$ cat src/rtl/cas_pkg.sv
// Package for the cave automaton step block: item types, register codes,
// window masks and the cell rule. Depends on nothing.
package cas_pkg;

  // Default grid limits for the top-level parameters
  localparam int DEF_MAX_WIDTH  = 128;
  localparam int DEF_MAX_HEIGHT = 128;

  // Grid size registers
  localparam int       MIN_DIM   = 3;
  localparam logic [7:0] RESET_DIM = 8'd100;
  localparam int       CFG_AW    = 3;
  localparam int       CFG_DW    = 32;

  typedef enum logic {
    REG_GRID_WIDTH  = 1'b0,
    REG_GRID_HEIGHT = 1'b1
  } cas_reg_t;

  // Depth of the queue between front and back
  localparam int QDEPTH = 4;

  // Width of the reported coordinates
  localparam int POS_W = 7;

  // Window bit 3*column + row; column 0 is the oldest (left), row 0 the top
  localparam logic [8:0] MASK_LEFT   = 9'h007;
  localparam logic [8:0] MASK_RIGHT  = 9'h1C0;
  localparam logic [8:0] MASK_TOP    = 9'h049;
  localparam logic [8:0] MASK_BOTTOM = 9'h124;
  localparam logic [8:0] MASK_CENTRE = 9'h010;

  // Cell rule thresholds
  localparam logic [3:0] STAY_ONE  = 4'd1;
  localparam logic [3:0] STAY_MIN  = 4'd4;
  localparam logic [3:0] BIRTH_MIN = 4'd5;

  typedef struct packed {
    logic cell_free;
    logic pad_item;
  } cas_in_t;

  typedef struct packed {
    logic             next_free;
    logic [POS_W-1:0] out_row;
    logic [POS_W-1:0] out_col;
    logic             last_cell;
  } cas_out_t;

  // One window column handed from front to back
  typedef struct packed {
    logic [2:0] bits;   // bit 0 top, bit 1 middle, bit 2 bottom (newest)
    logic       emit;   // this item completes a cell's window
  } cas_col_t;

  function automatic logic [3:0] cas_popcount(input logic [8:0] v);
    logic [3:0] n;
    n = 4'd0;
    for (int i = 0; i < 9; i++) begin
      n = n + {3'd0, v[i]};
    end
    return n;
  endfunction

  function automatic logic cas_rule(input logic centre, input logic [3:0] n);
    logic r;
    if (centre) begin
      r = (n == STAY_ONE) || (n >= STAY_MIN);
    end else begin
      r = (n >= BIRTH_MIN);
    end
    return r;
  endfunction

endpackage

$ cat src/rtl/cas_ram.sv
// Generic single-write, single-read RAM with registered read data.
// Read returns the old contents on a same-address write. No dependencies.
module cas_ram #(
  parameter int WIDTH = 1,
  parameter int DEPTH = 128
) (
  input  logic                     clk,
  input  logic                     we,
  input  logic [$clog2(DEPTH)-1:0] waddr,
  input  logic [WIDTH-1:0]         wdata,
  input  logic [$clog2(DEPTH)-1:0] raddr,
  output logic [WIDTH-1:0]         rdata
);

  logic [WIDTH-1:0] mem [DEPTH];

  always_ff @(posedge clk) begin
    if (we) begin
      mem[waddr] <= wdata;
    end
    rdata <= mem[raddr];
  end

endmodule

$ cat src/rtl/cas_queue.sv
// Short queue of window columns between the front and the back.
// Depends on cas_pkg.
module cas_queue import cas_pkg::*; (
  input  logic                         clk,
  input  logic                         rst,
  input  logic                         push,
  input  cas_col_t                     wr_entry,
  input  logic                         pop,
  output logic                         valid,
  output cas_col_t                     rd_entry,
  output logic [$clog2(QDEPTH+1)-1:0]  count
);

  localparam int PW  = $clog2(QDEPTH);
  localparam int QCW = $clog2(QDEPTH+1);

  cas_col_t        entries [QDEPTH];
  logic [PW-1:0]   wr_ptr;
  logic [PW-1:0]   rd_ptr;

  assign valid    = (count != '0);
  assign rd_entry = entries[rd_ptr];

  // Storage; the front never pushes into a full queue
  always_ff @(posedge clk) begin
    if (push) begin
      entries[wr_ptr] <= wr_entry;
    end
  end

  // Pointers and fill level
  always_ff @(posedge clk) begin
    if (rst) begin
      wr_ptr <= '0;
      rd_ptr <= '0;
      count  <= '0;
    end else begin
      if (push) begin
        wr_ptr <= (wr_ptr == PW'(QDEPTH-1)) ? '0 : wr_ptr + PW'(1);
      end
      if (pop) begin
        rd_ptr <= (rd_ptr == PW'(QDEPTH-1)) ? '0 : rd_ptr + PW'(1);
      end
      count <= count + QCW'(push) - QCW'(pop);
    end
  end

endmodule

$ cat src/rtl/cas_front.sv
// Front of the cave automaton: takes cells, tracks the input position,
// reads and updates the two line stores, and queues one window column per item.
// Depends on cas_pkg and cas_ram.
module cas_front import cas_pkg::*; #(
  parameter int MAX_WIDTH  = DEF_MAX_WIDTH,
  parameter int MAX_HEIGHT = DEF_MAX_HEIGHT
) (
  input  logic                                clk,
  input  logic                                rst,
  input  logic                                restart,
  input  logic [$clog2(MAX_WIDTH+1)-1:0]      w,
  input  logic [$clog2(MAX_HEIGHT+1)-1:0]     h,
  input  logic                                push,
  input  cas_in_t                             cell_item,
  output logic                                full,
  input  logic [$clog2(QDEPTH+1)-1:0]         q_count,
  output logic                                q_push,
  output cas_col_t                            q_entry
);

  localparam int CW  = $clog2(MAX_WIDTH);
  localparam int WW  = $clog2(MAX_WIDTH+1);
  localparam int RW  = $clog2(MAX_HEIGHT+2);
  localparam int QCW = $clog2(QDEPTH+1);

  // Input position
  logic [CW-1:0] in_col;
  logic [RW-1:0] in_row;
  logic [WW-1:0] col_inc;
  logic          accept;
  logic          emit;
  logic          frame_end;
  logic          v;

  // Stage that meets the line store read data
  logic          s1_valid;
  logic          s1_v;
  logic [CW-1:0] s1_col;
  logic          s1_emit;
  logic          byp_hit;
  logic          byp_a;
  logic          byp_b;
  logic          rd_a;
  logic          rd_b;
  logic          top;
  logic          mid;

  // Room is reserved for the item in flight so the stage never stalls
  assign full    = (QCW'(q_count) + QCW'(s1_valid)) >= QCW'(QDEPTH);
  assign accept  = push && !full;
  assign v       = cell_item.cell_free & ~cell_item.pad_item;
  assign col_inc = WW'(in_col) + WW'(1);

  // Results start with the second cell of row one; the frame's last result
  // comes with the first item of row h+1
  assign emit      = (in_row >= RW'(2)) || ((in_row == RW'(1)) && (in_col != '0));
  assign frame_end = (in_row == (RW'(h) + RW'(1))) && (in_col == '0);

  always_ff @(posedge clk) begin
    if (rst) begin
      in_col <= '0;
      in_row <= '0;
    end else begin
      priority if (restart || (accept && frame_end)) begin
        in_col <= '0;
        in_row <= '0;
      end else if (accept) begin
        if (col_inc >= w) begin
          in_col <= '0;
          in_row <= in_row + RW'(1);
        end else begin
          in_col <= col_inc[CW-1:0];
        end
      end
    end
  end

  // Line stores: a holds the row above, b the row above that
  cas_ram #(.WIDTH(1), .DEPTH(MAX_WIDTH)) u_store_a (
    .clk   (clk),
    .we    (s1_valid),
    .waddr (s1_col),
    .wdata (s1_v),
    .raddr (in_col),
    .rdata (rd_a)
  );

  cas_ram #(.WIDTH(1), .DEPTH(MAX_WIDTH)) u_store_b (
    .clk   (clk),
    .we    (s1_valid),
    .waddr (s1_col),
    .wdata (mid),
    .raddr (in_col),
    .rdata (rd_b)
  );

  // Forward the write in progress when the next item reads the same column
  assign mid = byp_hit ? byp_a : rd_a;
  assign top = byp_hit ? byp_b : rd_b;

  always_ff @(posedge clk) begin
    if (rst) begin
      s1_valid <= 1'b0;
    end else begin
      s1_valid <= accept;
    end
  end

  always_ff @(posedge clk) begin
    if (accept) begin
      s1_v    <= v;
      s1_col  <= in_col;
      s1_emit <= emit;
      byp_hit <= s1_valid && (s1_col == in_col);
      byp_a   <= s1_v;
      byp_b   <= mid;
    end
  end

  assign q_push        = s1_valid;
  assign q_entry.bits  = {s1_v, mid, top};
  assign q_entry.emit  = s1_emit;

endmodule

$ cat src/rtl/cas_back.sv
// Back of the cave automaton: shifts columns into the 3x3 window, applies the
// cell rule with edge masking, tracks the emitted position, holds the result.
// Depends on cas_pkg.
module cas_back import cas_pkg::*; #(
  parameter int MAX_WIDTH  = DEF_MAX_WIDTH,
  parameter int MAX_HEIGHT = DEF_MAX_HEIGHT
) (
  input  logic                             clk,
  input  logic                             rst,
  input  logic                             restart,
  input  logic [$clog2(MAX_WIDTH+1)-1:0]   w,
  input  logic [$clog2(MAX_HEIGHT+1)-1:0]  h,
  input  logic                             q_valid,
  input  cas_col_t                         q_entry,
  output logic                             q_pop,
  input  logic                             pop,
  output logic                             empty,
  output cas_out_t                         result
);

  localparam int CW  = $clog2(MAX_WIDTH);
  localparam int WW  = $clog2(MAX_WIDTH+1);
  localparam int ERW = $clog2(MAX_HEIGHT);
  localparam int HW  = $clog2(MAX_HEIGHT+1);

  logic [8:0]     window;
  logic [CW-1:0]  emit_col;
  logic [ERW-1:0] emit_row;
  logic           out_valid;

  logic [8:0]     win_new;
  logic [8:0]     win_masked;
  logic [3:0]     n;
  logic           nf;
  logic           first_col;
  logic           last_col;
  logic           first_row;
  logic           last_row;
  logic           is_last;
  logic           do_emit;
  logic [31:0]    row32;
  logic [31:0]    col32;

  // A column that makes no result moves on regardless of the output side
  assign q_pop   = q_valid && (!q_entry.emit || !out_valid || pop);
  assign do_emit = q_pop && q_entry.emit;
  assign empty   = !out_valid;

  assign first_col = (emit_col == '0);
  assign last_col  = (WW'(emit_col) + WW'(1)) >= w;
  assign first_row = (emit_row == '0);
  assign last_row  = (HW'(emit_row) + HW'(1)) >= h;
  assign is_last   = last_col && last_row;

  // Neighbour count with cells outside the grid masked off
  always_comb begin
    win_new    = {q_entry.bits, window[8:3]};
    win_masked = win_new & ~MASK_CENTRE;
    if (first_col) win_masked = win_masked & ~MASK_LEFT;
    if (last_col)  win_masked = win_masked & ~MASK_RIGHT;
    if (first_row) win_masked = win_masked & ~MASK_TOP;
    if (last_row)  win_masked = win_masked & ~MASK_BOTTOM;
    n  = cas_popcount(win_masked);
    nf = cas_rule(win_new[4], n);
  end

  assign row32 = 32'(emit_row);
  assign col32 = 32'(emit_col);

  // Window and emit position
  always_ff @(posedge clk) begin
    if (rst) begin
      window   <= '0;
      emit_col <= '0;
      emit_row <= '0;
    end else begin
      if (q_pop) begin
        window <= win_new;
      end
      priority if (restart || (do_emit && is_last)) begin
        emit_col <= '0;
        emit_row <= '0;
      end else if (do_emit) begin
        if (last_col) begin
          emit_col <= '0;
          emit_row <= emit_row + ERW'(1);
        end else begin
          emit_col <= emit_col + CW'(1);
        end
      end
    end
  end

  // Output register
  always_ff @(posedge clk) begin
    if (rst) begin
      out_valid <= 1'b0;
    end else if (do_emit) begin
      out_valid <= 1'b1;
    end else if (pop) begin
      out_valid <= 1'b0;
    end
  end

  always_ff @(posedge clk) begin
    if (do_emit) begin
      result.next_free <= nf;
      result.out_row   <= row32[POS_W-1:0];
      result.out_col   <= col32[POS_W-1:0];
      result.last_cell <= is_last;
    end
  end

endmodule

$ cat src/rtl/cave_automaton_step_core.sv
// Cave automaton step: one generation of a Moore-neighbourhood cave rule over
// a raster-order grid. Input channel: push/full, one cell per item (cell_free,
// pad_item; a pad counts as solid). Result channel: empty/pop, results in
// raster order with row, column and a last-of-frame mark.
// A frame is grid_width*grid_height cells followed by grid_width+1 pads; the
// result for cell k comes out with item k+grid_width+1, the first grid_width+1
// items of a frame make none. While full stays low, one item per cycle is
// sustained: the line store read is a single registered RAM access per item
// and the rule is one stage. An accepted item's result, if any, passes the
// front stage register, the column queue and the output register. A stalled
// pop holds the result and stops the back at the next column that makes a
// result; the front keeps filling the four-entry column queue, and full
// rises once the queued columns plus the item in flight reach four.
// Grid size: APB registers grid_width (0x0) and grid_height (0x4), reset 100,
// clamped to 3..MAX. A write restarts the frame; write only while idle.
// Reset empties the pipeline and restarts the frame; line stores need no
// clearing since rows and columns outside the current frame are masked.
// Depends on cas_pkg, cas_front, cas_queue and cas_back.
module cave_automaton_step_core import cas_pkg::*; #(
  parameter int MAX_WIDTH  = DEF_MAX_WIDTH,
  parameter int MAX_HEIGHT = DEF_MAX_HEIGHT
) (
  input  logic              clk,
  input  logic              rst,
  // Configuration
  input  logic              psel,
  input  logic              penable,
  input  logic              pwrite,
  input  logic [CFG_AW-1:0] paddr,
  input  logic [CFG_DW-1:0] pwdata,
  output logic [CFG_DW-1:0] prdata,
  output logic              pready,
  // Cells in
  input  logic              push,
  output logic              full,
  input  cas_in_t           cell_item,
  // Results out
  output logic              empty,
  input  logic              pop,
  output cas_out_t          result
);

  localparam int WW  = $clog2(MAX_WIDTH+1);
  localparam int HW  = $clog2(MAX_HEIGHT+1);
  localparam int QCW = $clog2(QDEPTH+1);

  logic [7:0]     grid_width;
  logic [7:0]     grid_height;
  logic           cfg_wr;
  cas_reg_t       reg_sel;
  logic [31:0]    w_raw;
  logic [31:0]    h_raw;
  logic [31:0]    w_clamp;
  logic [31:0]    h_clamp;
  logic [WW-1:0]  w;
  logic [HW-1:0]  h;

  logic           q_push;
  cas_col_t       q_wr_entry;
  logic           q_pop;
  logic           q_valid;
  cas_col_t       q_rd_entry;
  logic [QCW-1:0] q_count;

  // Register port
  assign pready  = 1'b1;
  assign cfg_wr  = psel && penable && pwrite && pready;
  assign reg_sel = cas_reg_t'(paddr[CFG_AW-1]);

  always_ff @(posedge clk) begin
    if (rst) begin
      grid_width  <= RESET_DIM;
      grid_height <= RESET_DIM;
    end else if (cfg_wr) begin
      unique case (reg_sel)
        REG_GRID_WIDTH:  grid_width  <= pwdata[7:0];
        REG_GRID_HEIGHT: grid_height <= pwdata[7:0];
        default:         grid_width  <= grid_width;
      endcase
    end
  end

  always_comb begin
    unique case (reg_sel)
      REG_GRID_WIDTH:  prdata = CFG_DW'(grid_width);
      REG_GRID_HEIGHT: prdata = CFG_DW'(grid_height);
      default:         prdata = '0;
    endcase
  end

  // Dimensions in use, clamped to the supported range
  always_comb begin
    w_raw = 32'(grid_width);
    h_raw = 32'(grid_height);
    if (w_raw < 32'(MIN_DIM)) begin
      w_clamp = 32'(MIN_DIM);
    end else if (w_raw > 32'(MAX_WIDTH)) begin
      w_clamp = 32'(MAX_WIDTH);
    end else begin
      w_clamp = w_raw;
    end
    if (h_raw < 32'(MIN_DIM)) begin
      h_clamp = 32'(MIN_DIM);
    end else if (h_raw > 32'(MAX_HEIGHT)) begin
      h_clamp = 32'(MAX_HEIGHT);
    end else begin
      h_clamp = h_raw;
    end
  end

  assign w = w_clamp[WW-1:0];
  assign h = h_clamp[HW-1:0];

  cas_front #(.MAX_WIDTH(MAX_WIDTH), .MAX_HEIGHT(MAX_HEIGHT)) u_front (
    .clk       (clk),
    .rst       (rst),
    .restart   (cfg_wr),
    .w         (w),
    .h         (h),
    .push      (push),
    .cell_item (cell_item),
    .full      (full),
    .q_count   (q_count),
    .q_push    (q_push),
    .q_entry   (q_wr_entry)
  );

  cas_queue u_queue (
    .clk      (clk),
    .rst      (rst),
    .push     (q_push),
    .wr_entry (q_wr_entry),
    .pop      (q_pop),
    .valid    (q_valid),
    .rd_entry (q_rd_entry),
    .count    (q_count)
  );

  cas_back #(.MAX_WIDTH(MAX_WIDTH), .MAX_HEIGHT(MAX_HEIGHT)) u_back (
    .clk     (clk),
    .rst     (rst),
    .restart (cfg_wr),
    .w       (w),
    .h       (h),
    .q_valid (q_valid),
    .q_entry (q_rd_entry),
    .q_pop   (q_pop),
    .pop     (pop),
    .empty   (empty),
    .result  (result)
  );

endmodule

$ cat config.mk
export PLATFORM = sky130hd
export DESIGN_NAME = cave_automaton_step_core
export DESIGN_NICKNAME = d
export VERILOG_FILES = /design/src/rtl/cas_pkg.sv /design/src/rtl/cas_ram.sv /design/src/rtl/cas_queue.sv /design/src/rtl/cas_front.sv /design/src/rtl/cas_back.sv /design/src/rtl/cave_automaton_step_core.sv
export SDC_FILE = /design/constraint.sdc
export NUM_CORES = 1
export LEC_CHECK = 0
export ABC_AREA = 1
export BUFFER_PORTS_ARGS = -buffer_cell sky130_fd_sc_hd__buf_2
export CAP_MARGIN = 15
export CORE_MARGIN = 2
export CORE_UTILIZATION = 45
export CTS_BUF_LIST = sky130_fd_sc_hd__clkbuf_4 sky130_fd_sc_hd__clkbuf_8
export CTS_CLUSTER_DIAMETER = 60
export DETAILED_ROUTE_END_ITERATION = 16
export GPL_TIMING_DRIVEN = 0
export PLACE_DENSITY = 0.64
export SETUP_SLACK_MARGIN = 0.3
export SYNTH_ARGS = -nofsm -noshare
export SYNTH_HDL_FRONTEND = slang
export SYNTH_SLANG_ARGS = --single-unit
$ cat constraint.sdc
create_clock -name clk -period 4.3 [get_ports clk]
set_clock_uncertainty 0.05 [all_clocks]
set_input_delay 0.645 -clock clk [delete_from_list [all_inputs] [get_ports clk]]
set_output_delay 0.645 -clock clk [all_outputs]
set_load 0.02 [all_outputs]
; ---- Yosys cells after proc, flatten, opt, wreduce, memory -nomap -nowiden
; Memories as Yosys holds them, arrays and structs flattened. A register that Yosys moved wholly into a read port is not among the register bits.
; Index checks and enable logic that the tools add are counted.
[totals]
output_inout_bits = 51
input_bits = 44
ram_bits = 272
mem_count = 3
wordCells = 118
regBits = 91
[mem_list]
columns = memory, depth, width, rd, rd_ports_with_merged_regs, write_ports, line_no
row1 = u_front.u_store_a.mem, 128, 1, 1, 1, 1, cas_ram.sv:15  ; logic [WIDTH-1:0] mem [DEPTH];
row2 = u_front.u_store_b.mem, 128, 1, 1, 1, 1, cas_ram.sv:15
row3 = u_queue.entries, 4, 4, 1, 1, 1, cas_queue.sv:17  ; cas_col_t entries [QDEPTH];
[classes]
n_bitwise = 3
mux = 22
reduce_logical = 32
eq_ne = 6
add_sub_neg = 19
order_cmp = 11
[op_table]
columns = operator, count
row1 = $pmux W32 S2, 1
row2 = $mux W8, 4
row3 = $add A4 B1 Y4, 7
row4 = $add A7 B1 Y8 const B, 3
row5 = $ge A8 B8 Y1, 3
row6 = $logic_not A7 Y1, 3
row7 = $mux W7, 3
row8 = $mux W9, 2
row9 = $add A8 B1 Y8 const B, 2
row10 = $gt A8 B8 Y1 const B, 2
row11 = $lt A8 B2 Y1 const B, 2
row12 = $add A7 B1 Y7 const B, 2
row13 = $logic_and A1 B1 Y1, 11
row14 = $eq A8 B1 Y1 const B, 1
row15 = $eq A8 B8 Y1, 1
row16 = $ge A4 B3 Y1 const B, 2
row17 = $ge A8 B2 Y1 const B, 1
row18 = $mux W2, 4
row19 = $reduce_and A2 Y1, 4
row20 = $eq A7 B7 Y1, 1
row21 = $mux W1, 7
row22 = $reduce_bool A7 Y1, 1
row23 = $logic_or A1 B1 Y1, 6
row24 = $add A2 B1 Y2 const B, 2
row25 = other kinds (13), 18

; ---- Depth between registers and ports, before layout
; Gate-level depths: netlist (run 1).
[logic_depth]
ltp_word = 18
mapped_depth = 22
ltp_nobuf = 22

; ---- Hierarchy
; Synthesis (run 1) repeated with hierarchy kept, for this count alone.
[hier_totals]
hier_cells = 2108
area_unflattened_um2 = 18560.3
[modules_own_cells]
columns = mod, n_inst, seq_area_each_um2, area_each_um2, cells_each
row1 = cas_ram, 2, 3863.7, 5926.9, 620
row2 = cas_back, 1, 900.9, 2371.0, 299
row3 = cas_front, 1, 680.7, 2145.8, 301
row4 = cas_queue, 1, 660.6, 1119.8, 106
row5 = cave_automaton_step_core, 1, 320.3, 1069.8, 162

; ---- Worst setup path after synthesis (run 1)
; OpenSTA, ideal clock, no wires.
[synth_timing]
kind = register -> register
from = reg u_back.emit_row[0]
to = reg u_back.result[15] (netlist name)
setup_slack_ns = -0.341
t_arrival_ns = 4.316
n_path_buf = 0
required_ns = 3.975
stages_incl_launch_ff = 22
setup_ns = 0.275
period_less_slack_ns = 4.641
cell_sequence = dfxtp_1 > inv_1 > nor3_1 > inv_1 > nor3_1 > nand2_1 > nand2_1 > inv_1 > ha_1 > a21oi_1 > nor3_1 > a211oi_1 > nand2_1 > inv_1 > nand3_1 > fa_1 > fa_1 > fa_1 > fa_1 > inv_1 > o31ai_1 > o2111ai_1
[synth_between]
elab_chain_len = 14
word_cells_on_any_way = 18
classes_between = 9 x add/sub / 3 x order compare / 1 x eq/ne / 3 x mux / 2 x reduce/logical
[synth_rtl]
columns = element, line_no
row1 = from (decl), cas_back.sv:28  ; logic [ERW-1:0] emit_row;
row2 = from (signal assigned), cas_back.sv:86  ; emit_row <= emit_row + ERW'(1);
row3 = branches (longest 2 deep; another with $add A7 B1 Y8), n/a
row4 = $mux W9 (*), cas_back.sv:62  ; if (last_row) win_masked = win_masked & ~MASK_BOTTOM;
row5 = $add A1 B1 Y2, cas_pkg.sv:60  ; n = n + {3'd0, v[i]};
row6 = $add A4 B1 Y4 (6 in a row), cas_pkg.sv:60
row7 = $add A4 B1 Y4 (*), cas_pkg.sv:60
row8 = $ge A4 B3 Y1 / $eq A4 B1 Y1 (equally long branches), cas_pkg.sv:68  ; r = (n == STAY_ONE) || (n >= STAY_MIN);
row9 = $logic_or A1 B1 Y1, cas_pkg.sv:68
row10 = $mux W1 (*), cas_pkg.sv:67  ; if (centre) begin
row11 = via u_back.nf, cas_back.sv:34  ; logic nf;
; Mark *: on every way through the listed nets, which the timed path passes.
; A chain may end at the register's enable or synchronous reset.

; ---- Worst setup path in the final report (run 1)
[layout_timing]
from = reg u_back.emit_row[2]
to = reg u_back.result[15] (netlist name)
[layout_between]
elab_chain_len = 14
word_cells_on_any_way = 18
classes_between = 9 x add/sub / 3 x order compare / 1 x eq/ne / 3 x mux / 2 x reduce/logical
[layout_rtl]
columns = element, line_no
row1 = branches (longest 2 deep; another with $add A7 B1 Y8), n/a
row2 = $mux W9 (*), cas_back.sv:62
row3 = $add A1 B1 Y2, cas_pkg.sv:60
row4 = $add A4 B1 Y4 (6 in a row), cas_pkg.sv:60
row5 = $add A4 B1 Y4 (*), cas_pkg.sv:60
row6 = $ge A4 B3 Y1 / $eq A4 B1 Y1 (equally long branches), cas_pkg.sv:68
row7 = $logic_or A1 B1 Y1, cas_pkg.sv:68
row8 = $mux W1 (*), cas_pkg.sv:67
row9 = via u_back.nf, cas_back.sv:34
; Marks and branches as above.

==> impl_results.md, run 1 <==
- CTS tree: done
- Port buffer count: 43
- CP startpoint kind: flop
- Routed WL: 48.3 mm
- Reg area: 10300 sq um
- Full die area: 38600 sq um
- Worst Path Max Fanout: 4
- Placed Instance Area: 17800 sq um
- Power density over the cells: 483 nW/um^2
- Gate Count Post-Synth: 1634
- Clock root buffer: clkbuf_8
- Pins Over Slew Limit: 0
- Critical R2R Launch: u_back.emit_row[2]$_SDFFE_PP0P_
- CP Data Required Time: 4670 ps
- CORE AREA: 36500 sq um
- Max stage delay cell, worst path: fa_1
- Async SR Flop Fraction: 0%
- Post-synth EDFFs: 300
- Total power: 0.00918 W
- Hold WC Path Type: input port to flop
- CP Capture Type: flop
- Nets@finish: 1861
- Routed vias/inst: 5.65
- Worst setup path startpoint: u_back.emit_row[2]$_SDFFE_PP0P_
- Filler-free cell count of the finished design: 2287
- Placed Cells: 2174
- Max Fclk: 216 MHz
- Drt pass-1 iters: 6
- Post-CTS Hold Buffers: 0
- CP endpoint: u_back.result[15]$_DFFE_PP_
- RePlAce Congestion: 0.956
- FF-to-FF End: u_back.result[15]$_DFFE_PP_
- First-pass GRT wire length: 71.8 mm
- Starting density of the core: 45.7%
- Post-synth cell types: 50
- List of most frequent post-synthesis cells: 342 x nor2_1, 300 x edfxtp_1, 182 x nand2_1, 171 x o21ai_0, 118 x inv_1
- Longest Clk Path Bufs: 3
- Ys Warns: 0
- Pleak: 6.97 nW
- Setup Viol. Count Final: 1
- Comb power frac: 20.9%
- Kind of critical path: flop to flop
- Flop pwr share: 46.7%
- Internal power: 0.00624 W
- Top-count cell post-synth: nor2_1
- Depth of the worst register-to-register path: 21
- Largest cells by area after synthesis: edfxtp_1 54%, nor2_1 7.7%, dfxtp_1 7.7%
- Filler instances: 3350
- Status: complete, but fails checks
- Hold Path Cell Cnt: 3
- Switch share: 32.1%
- Area of the multi-input gates: 5580 sq um
- Synth-to-layout area growth: 13.9%
- FF+latch count, synth: 364
- Max-slew headroom: 29.5%
- DP HPWL: 31.7 mm
- Cell Area, Synth: 16700 sq um
- R2R setup slack: -330 ps
- CTS buffer count: 59
- GRT Overall Usage: 25.0%
- Layout cell share with drive strength beyond 1: 13.3%
- Largest net degree at the start of global routing: 75
- DR WL/cell: 21.1 um
- H-tree level count: 2
- Clk_lat worst skew: 690 ps
- Final global-route overflow total: 0
- DRC errors left: 0
- Failing checks: negative setup slack
- Max-cap violations: 0
- Initial DRC Count: 1494
- Largest stage delay on the critical path: 520 ps
- Yosys top cell area share: 54.0%
- DIE HEIGHT: 197 um
- IO Count: 95
- Clock sink total: 364
- Antenna diodes: 0
- Clk slew on worst S/H paths: 70 ps
- Synth area leader: edfxtp_1
- Setup TNS: -332 ps
- Number of global-route vias before repair: 12233
- Fin area: 19000 sq um
- Row count: 70
- Tmin final: 4630 ps
- Detail Route Antenna Nets: 0
- Crit-path cells: inv_2 -> nor3_4 -> inv_1 -> nor3_2 -> nand2_1 -> nand2_2 -> inv_2 -> ha_4 -> a21oi_2 -> nor3_1 -> a211oi_1 -> nand2_1 -> inv_2 -> nand3_1 -> fa_1 -> fa_1 -> fa_2 -> fa_1 -> inv_1 -> o31ai_2 -> o2111ai_1
- P_sw: 0.00295 W
- Worst VDD drop: 0.355 mV
- Via count: 12921
- Clk pwr share: 32.4%
- Final Cycle Share: 108%
- Main flop type after synthesis: edfxtp_1
- Endpoints failing hold: 0
- Chip width: 197 um
- Fin Hold WS: 168 ps
- RSZ-0062 raised after global routing: yes
- Initial antenna violation count: 1
- Worst Tran Pin Value: 1060 ps
- Sequential-to-total area share from yosys stat: 61.7%
- Final worst slack: -332 ps
- WP data arrival: 5000 ps
- Mean area per synthesized cell: 10.2 sq um
power by group through the flow:
stage / logic (W) / registers, W / clock network (W)
2_1_floorplan: 0.00108 / 0.00444 / 0
3_3_place_gp: 0.00172 / 0.00443 / 0
3_5_place_dp: 0.00188 / 0.00436 / 0
4_1_cts: 0.00189 / 0.00429 / 0.00301
5_1_grt: 0.00210 / 0.00431 / 0.00316
6_report: 0.00192 / 0.00429 / 0.00298
final cells by class:
type / count / share of cell area (%)
multi-input combinational: 1067 / 29.4
clock buffer: 78 / 5.02
tap: 468 / 3.08
clock inverter: 33 / 1.07
buffer: 101 / 2.71
sequential: 364 / 54.2
timing repair buffer: 51 / 2.08
inverter: 125 / 2.48
worst min path at each step:
stage | from | to
after global routing | pwdata[6] | grid_height[6]$_SDFFE_PP1P_
after detailed placement | u_front.in_col[2]$_SDFFE_PP0P_ | u_front.s1_col[2]$_DFFE_PP_
after floorplan | u_front.in_col[2]$_SDFFE_PP0P_ | u_front.s1_col[2]$_DFFE_PP_
after CTS | pwdata[6] | grid_height[6]$_SDFFE_PP1P_
after global placement | u_front.in_col[2]$_SDFFE_PP0P_ | u_front.s1_col[2]$_DFFE_PP_
final | pwdata[6] | grid_height[6]$_SDFFE_PP1P_
layout by cell type, fill, tap and decap left out, drive strengths merged, types with 2 or more instances in the layout:
cell type  count
nand3b         3
or2            2
o2111ai        3
nand3         51
o211ai        18
a211oi         5
o21ai        180
nand2        190
inv          124
a31oi          3
ha            44
nor4           7
nor2         355
a21oi         45
buf           95
o221ai        20
a22oi         10
xor2          22
conb          25
edfxtp       300
mux2           2
o31ai          3
dfxtp         64
nand4         13
nor3          17
o22ai         32
fa             4
clkinv        33
xnor2          7
clkbuf       135
layer usage:
metal	share of wire [%]	vias to the layer above	wire length (um)	track usage, %
met3	11	170	5320	6.06
met4	4.8	2	2310	12.1
met1	39	6098	18700	32.0
met2	46	740	22000	40.1
met5	0.017	-	8	0
li1	-	5911	-	-
sequential cells by signal (all words and copies together) (netlist names), 2 cells and up, named ones only:
name and cells:
u_back.window 6, u_front.u_store_b.mem 128, u_queue.entries 16, grid_height 8, u_front.s1_col 7, u_back.emit_col 7, u_queue.rd_ptr 2, u_queue.wr_ptr 2
grid_width 8, u_back.emit_row 7, u_front.in_col 7, u_front.u_store_a.mem 128, u_front.in_row 8, u_back.result 16, u_queue.count 3
metrics by stage:
stage,worst slack (ps),utilization (%)
floorplan,3.95,-
global placement,-339,48.2
detailed placement,-494,48.6
CTS,-361,51.9
global route,-522,52.0
finish,-332,52.0
critical path, delay by kind of cell (launching register included):
kind / cells / cell delay (ps)
adders and majority gates: 5 / 2060
and+or+nand+nor: 7 / 880
AOI/OAI and AO/OA: 4 / 670
DFF: 1 / 370
buffers and inverters: 5 / 370
what timing repair did:
| item | in CTS | in global routing |
|---|---|---|
| buffers inserted | 2 | 0 |
| endpoints found under the setup margin | 1 | 6 |
| gates resized for setup | 5 | 16 |
| pin swaps | 2 | 2 |
cells by family (layout without fill, tap and decap cells):
family | count (synthesis) | after routing | synth area share [%]
buffers and inverters | 226 | 388 | 5.91
DFF | 364 | 364 | 61.7
other | 2 | 25 | 0.0450
muxes | 2 | 2 | 0.135
adders and majority gates | 48 | 48 | 3.78
AOI/OAI and AO/OA | 322 | 322 | 11.2
and+or+nand+nor | 641 | 641 | 15.8
xor gates and xnor gates | 29 | 29 | 1.52
No activity file was read; power rests on OpenSTA's default activity.
==> inputs of run 2 (changes only) <==
BUFFER_PORTS_ARGS = -buffer_cell sky130_fd_sc_hd__clkbuf_2   (was -buffer_cell sky130_fd_sc_hd__buf_2)
==> run 2 against run 1 <==
The flow still finishes with violations (negative setup slack). Clock power is 5% higher. Via count hardly changed. Total power is 1.9% higher. Routed wire length rose by 0.65%. Setup slack got worse by 74 ps. Sequential share of layout area shrank 0.35 points. Cell count about the same. Clock-buffer cell count up 7. Sequential power about the same. Fmax shrank 1.6%. Global-route usage up 0.20 points. Largest power group unchanged.
==> impl_results.md, run 2 (synthesis results as in run 1) <==
- Status: complete, but fails checks (unchanged)
- Failing checks: negative setup slack (unchanged)
- Power density over the cells: 489 nW/um^2 (was 483 nW/um^2)
- Worst Tran Pin Value: 1030 ps (was 1060 ps)
- Regs by FF count: u_front.u_store_a.mem x128, u_front.u_store_b.mem x128 (unchanged)
- Longest Clk Path Bufs: 3 (unchanged)
- Flop pwr share: 45.9% (was 46.7%)
- Most frequent cells in the layout: 342 x nor2_1, 300 x edfxtp_1, 179 x nand2_1 (was 341 x nor2_1, 300 x edfxtp_1, 181 x nand2_1)
- Routed vias/inst: 5.65 (about the same)
- Drt pass-1 iters: 5 (was 6)
- Chip width: 197 um (unchanged)
- Row count: 70 (unchanged)
- Initial antenna violation count: 1 (unchanged)
- Clk pwr share: 33.5% (was 32.4%)
- Pleak: 7.04 nW (was 6.97 nW)
- Worst Path Max Fanout: 4 (unchanged)
- GRT Overall Usage: 25.2% (was 25.0%)
- DP HPWL: 32.0 mm (was 31.7 mm)
- RSZ-0062 raised after global routing: yes (unchanged)
- Detail Route Antenna Nets: 0 (unchanged)
- CTS buffer count: 61 (was 59)
- Fin area: 19100 sq um (was 19000 sq um)
- Via count: 12932 (was 12921)
- DR WL/cell: 21.3 um (was 21.1 um)
- Routed WL: 48.7 mm (was 48.3 mm)
- Hold Path Cell Cnt: 3 (unchanged)
- Pins Over Slew Limit: 0 (unchanged)
- Hold Startpoint: rst (was pwdata[6])
- Largest net degree at the start of global routing: 88 (was 75)
- CP Data Required Time: 4630 ps (was 4670 ps)
- Clk slew on worst S/H paths: 60 ps (was 70 ps)
- Number of global-route vias before repair: 12333 (was 12233)
- RePlAce Congestion: 0.959 (was 0.956)
- Most common cell after layout, fill and taps aside: nor2_1 (unchanged)
- Kind of critical path: flop to flop (unchanged)
- Port buffer count: 43 (unchanged)
- Fin Hold WS: 174 ps (was 168 ps)
- CORE AREA: 36500 sq um (unchanged)
- Starting density of the core: 45.7% (unchanged)
- Hold WC Path Type: input port to flop (unchanged)
- Placed Instance Area: 17800 sq um (unchanged)
- Reg area: 10300 sq um (about the same)
- Nets@finish: 1868 (was 1861)
- Setup Viol. Count Final: 1 (unchanged)
- Worst VDD drop: 0.250 mV (was 0.355 mV)
- Critical R2R Launch: u_back.emit_row[2]$_SDFFE_PP0P_ (unchanged)
- Internal power: 0.00645 W (was 0.00624 W)
- Final global-route overflow total: 0 (unchanged)
- Max-slew headroom: 31.3% (was 29.5%)
- Area of the multi-input gates: 5590 sq um (was 5580 sq um)
- R2R setup slack: -410 ps (was -330 ps)
- CP Capture Type: flop (unchanged)
- CP startpoint kind: flop (unchanged)
- WP data arrival: 5030 ps (was 5000 ps)
- Post-CTS Hold Buffers: 0 (unchanged)
- Layout cell share with drive strength beyond 1: 13.8% (was 13.3%)
- Tmin final: 4710 ps (was 4630 ps)
- Full die area: 38600 sq um (unchanged)
- Max-cap violations: 0 (unchanged)
- Endpoints failing hold: 0 (unchanged)
- Clock sink total: 364 (unchanged)
- FF-to-FF End: u_back.result[15]$_DFFE_PP_ (unchanged)
- Hold Path End: grid_width[6]$_SDFFE_PP1P_ (was grid_height[6]$_SDFFE_PP1P_)
- IO Count: 95 (unchanged)
- Final Cycle Share: 109% (was 108%)
- H-tree level count: 2 (unchanged)
- Switch share: 31.1% (was 32.1%)
- Clock root buffer: clkbuf_8 (unchanged)
- Filler instances: 3254 (was 3350)
- Synth-to-layout area growth: 14.7% (was 13.9%)
- P_sw: 0.00291 W (was 0.00295 W)
- DIE HEIGHT: 197 um (unchanged)
- Depth of the worst register-to-register path: 21 (unchanged)
- CTS tree: done (unchanged)
- Initial DRC Count: 1390 (was 1494)
- Max Fclk: 213 MHz (was 216 MHz)
- First-pass GRT wire length: 72.5 mm (was 71.8 mm)
- Clk_lat worst skew: 660 ps (was 690 ps)
- Comb power frac: 20.6% (was 20.9%)
- DRC errors left: 0 (unchanged)
- Final worst slack: -406 ps (was -332 ps)
- Antenna diodes: 0 (unchanged)
==> run 2: worst max-delay path by stage <==
stage / endpoint / from
after detailed placement: u_back.result[15]$_DFFE_PP_ / grid_width[4]$_SDFFE_PP0P_
after global placement: u_back.result[15]$_DFFE_PP_ / grid_width[4]$_SDFFE_PP0P_
after floorplan: u_back.result[15]$_DFFE_PP_ / u_back.emit_row[2]$_SDFFE_PP0P_
after global routing: u_back.result[15]$_DFFE_PP_ / u_back.emit_row[2]$_SDFFE_PP0P_
after CTS: u_back.result[15]$_DFFE_PP_ / u_back.emit_row[0]$_SDFFE_PP0P_
final: u_back.result[15]$_DFFE_PP_ / u_back.emit_row[2]$_SDFFE_PP0P_
==> run 2: timing repair <==
item                       in CTS  in global routing
setup buffers                   3                  4
resized for setup              13                 12
setup endpoints to repair       1                  8
pin swaps                       9                 14
==> run 2: layout make-up <==
| class | instances | area share [%] |
|---|---|---|
| Sequential cell | 364 | 53.8 |
| Inverter | 125 | 2.48 |
| Multi-Input combinational cell | 1067 | 29.2 |
| Tap cell | 468 | 3.06 |
| Clock inverter | 23 | 0.876 |
| Buffer | 101 | 2.69 |
| Clock buffer | 85 | 5.59 |
| Timing Repair Buffer | 56 | 2.26 |
==> run 2: per-stage QoR <==
| step | total power (W) | setup WS (ps) | utilization [%] | TNS (ps) | instances |
|---|---|---|---|---|---|
| after floorplan | 0.00552 | 3.95 | - | 0 | 1657 |
| after global placement | 0.00616 | -343 | 48.2 | -343 | 2168 |
| after detailed placement | 0.00624 | -519 | 48.6 | -519 | 2174 |
| after CTS | 0.00936 | -359 | 52.2 | -359 | 2285 |
| after global routing | 0.00975 | -660 | 52.4 | -660 | 2289 |
| final | 0.00935 | -406 | 52.4 | -406 | 2289 |
==> run 2: layer usage <==
metal  vias to the layer above  wire length, um  global-route usage [%]
met2                       717            22300                    39.6
met5                         -                0                       0
met3                       152             5070                    6.37
met4                         0             2300                    12.9
met1                      6142            19000                    32.5
li1                       5921                -                       -
==> run 2: critical path: stages, from the launching register on <==
cell       delay [ps]
dfxtp_4           370
inv_4              50
nor3_4            190
inv_1              70
nor3_2            190
or2_2             150
nand2_2            70
inv_2              80
ha_4              200
a21oi_2           130
nor3_1             50
a211oi_1          200
nand2_1           170
inv_2             120
nand2_2            60
fa_1              520
fa_1              430
fa_2              380
fa_1              570
inv_1              60
o31ai_2           190
o2111ai_1         130
==> run 2: power by group through the flow <==
stage                     registers (W)  logic, W  clock network [W]
final                           0.00429   0.00193            0.00313
after detailed placement        0.00436   0.00187                  0
after CTS                       0.00429   0.00189            0.00318
after global placement          0.00444   0.00172                  0
after floorplan                 0.00444   0.00108                  0
after global routing            0.00432   0.00211            0.00332
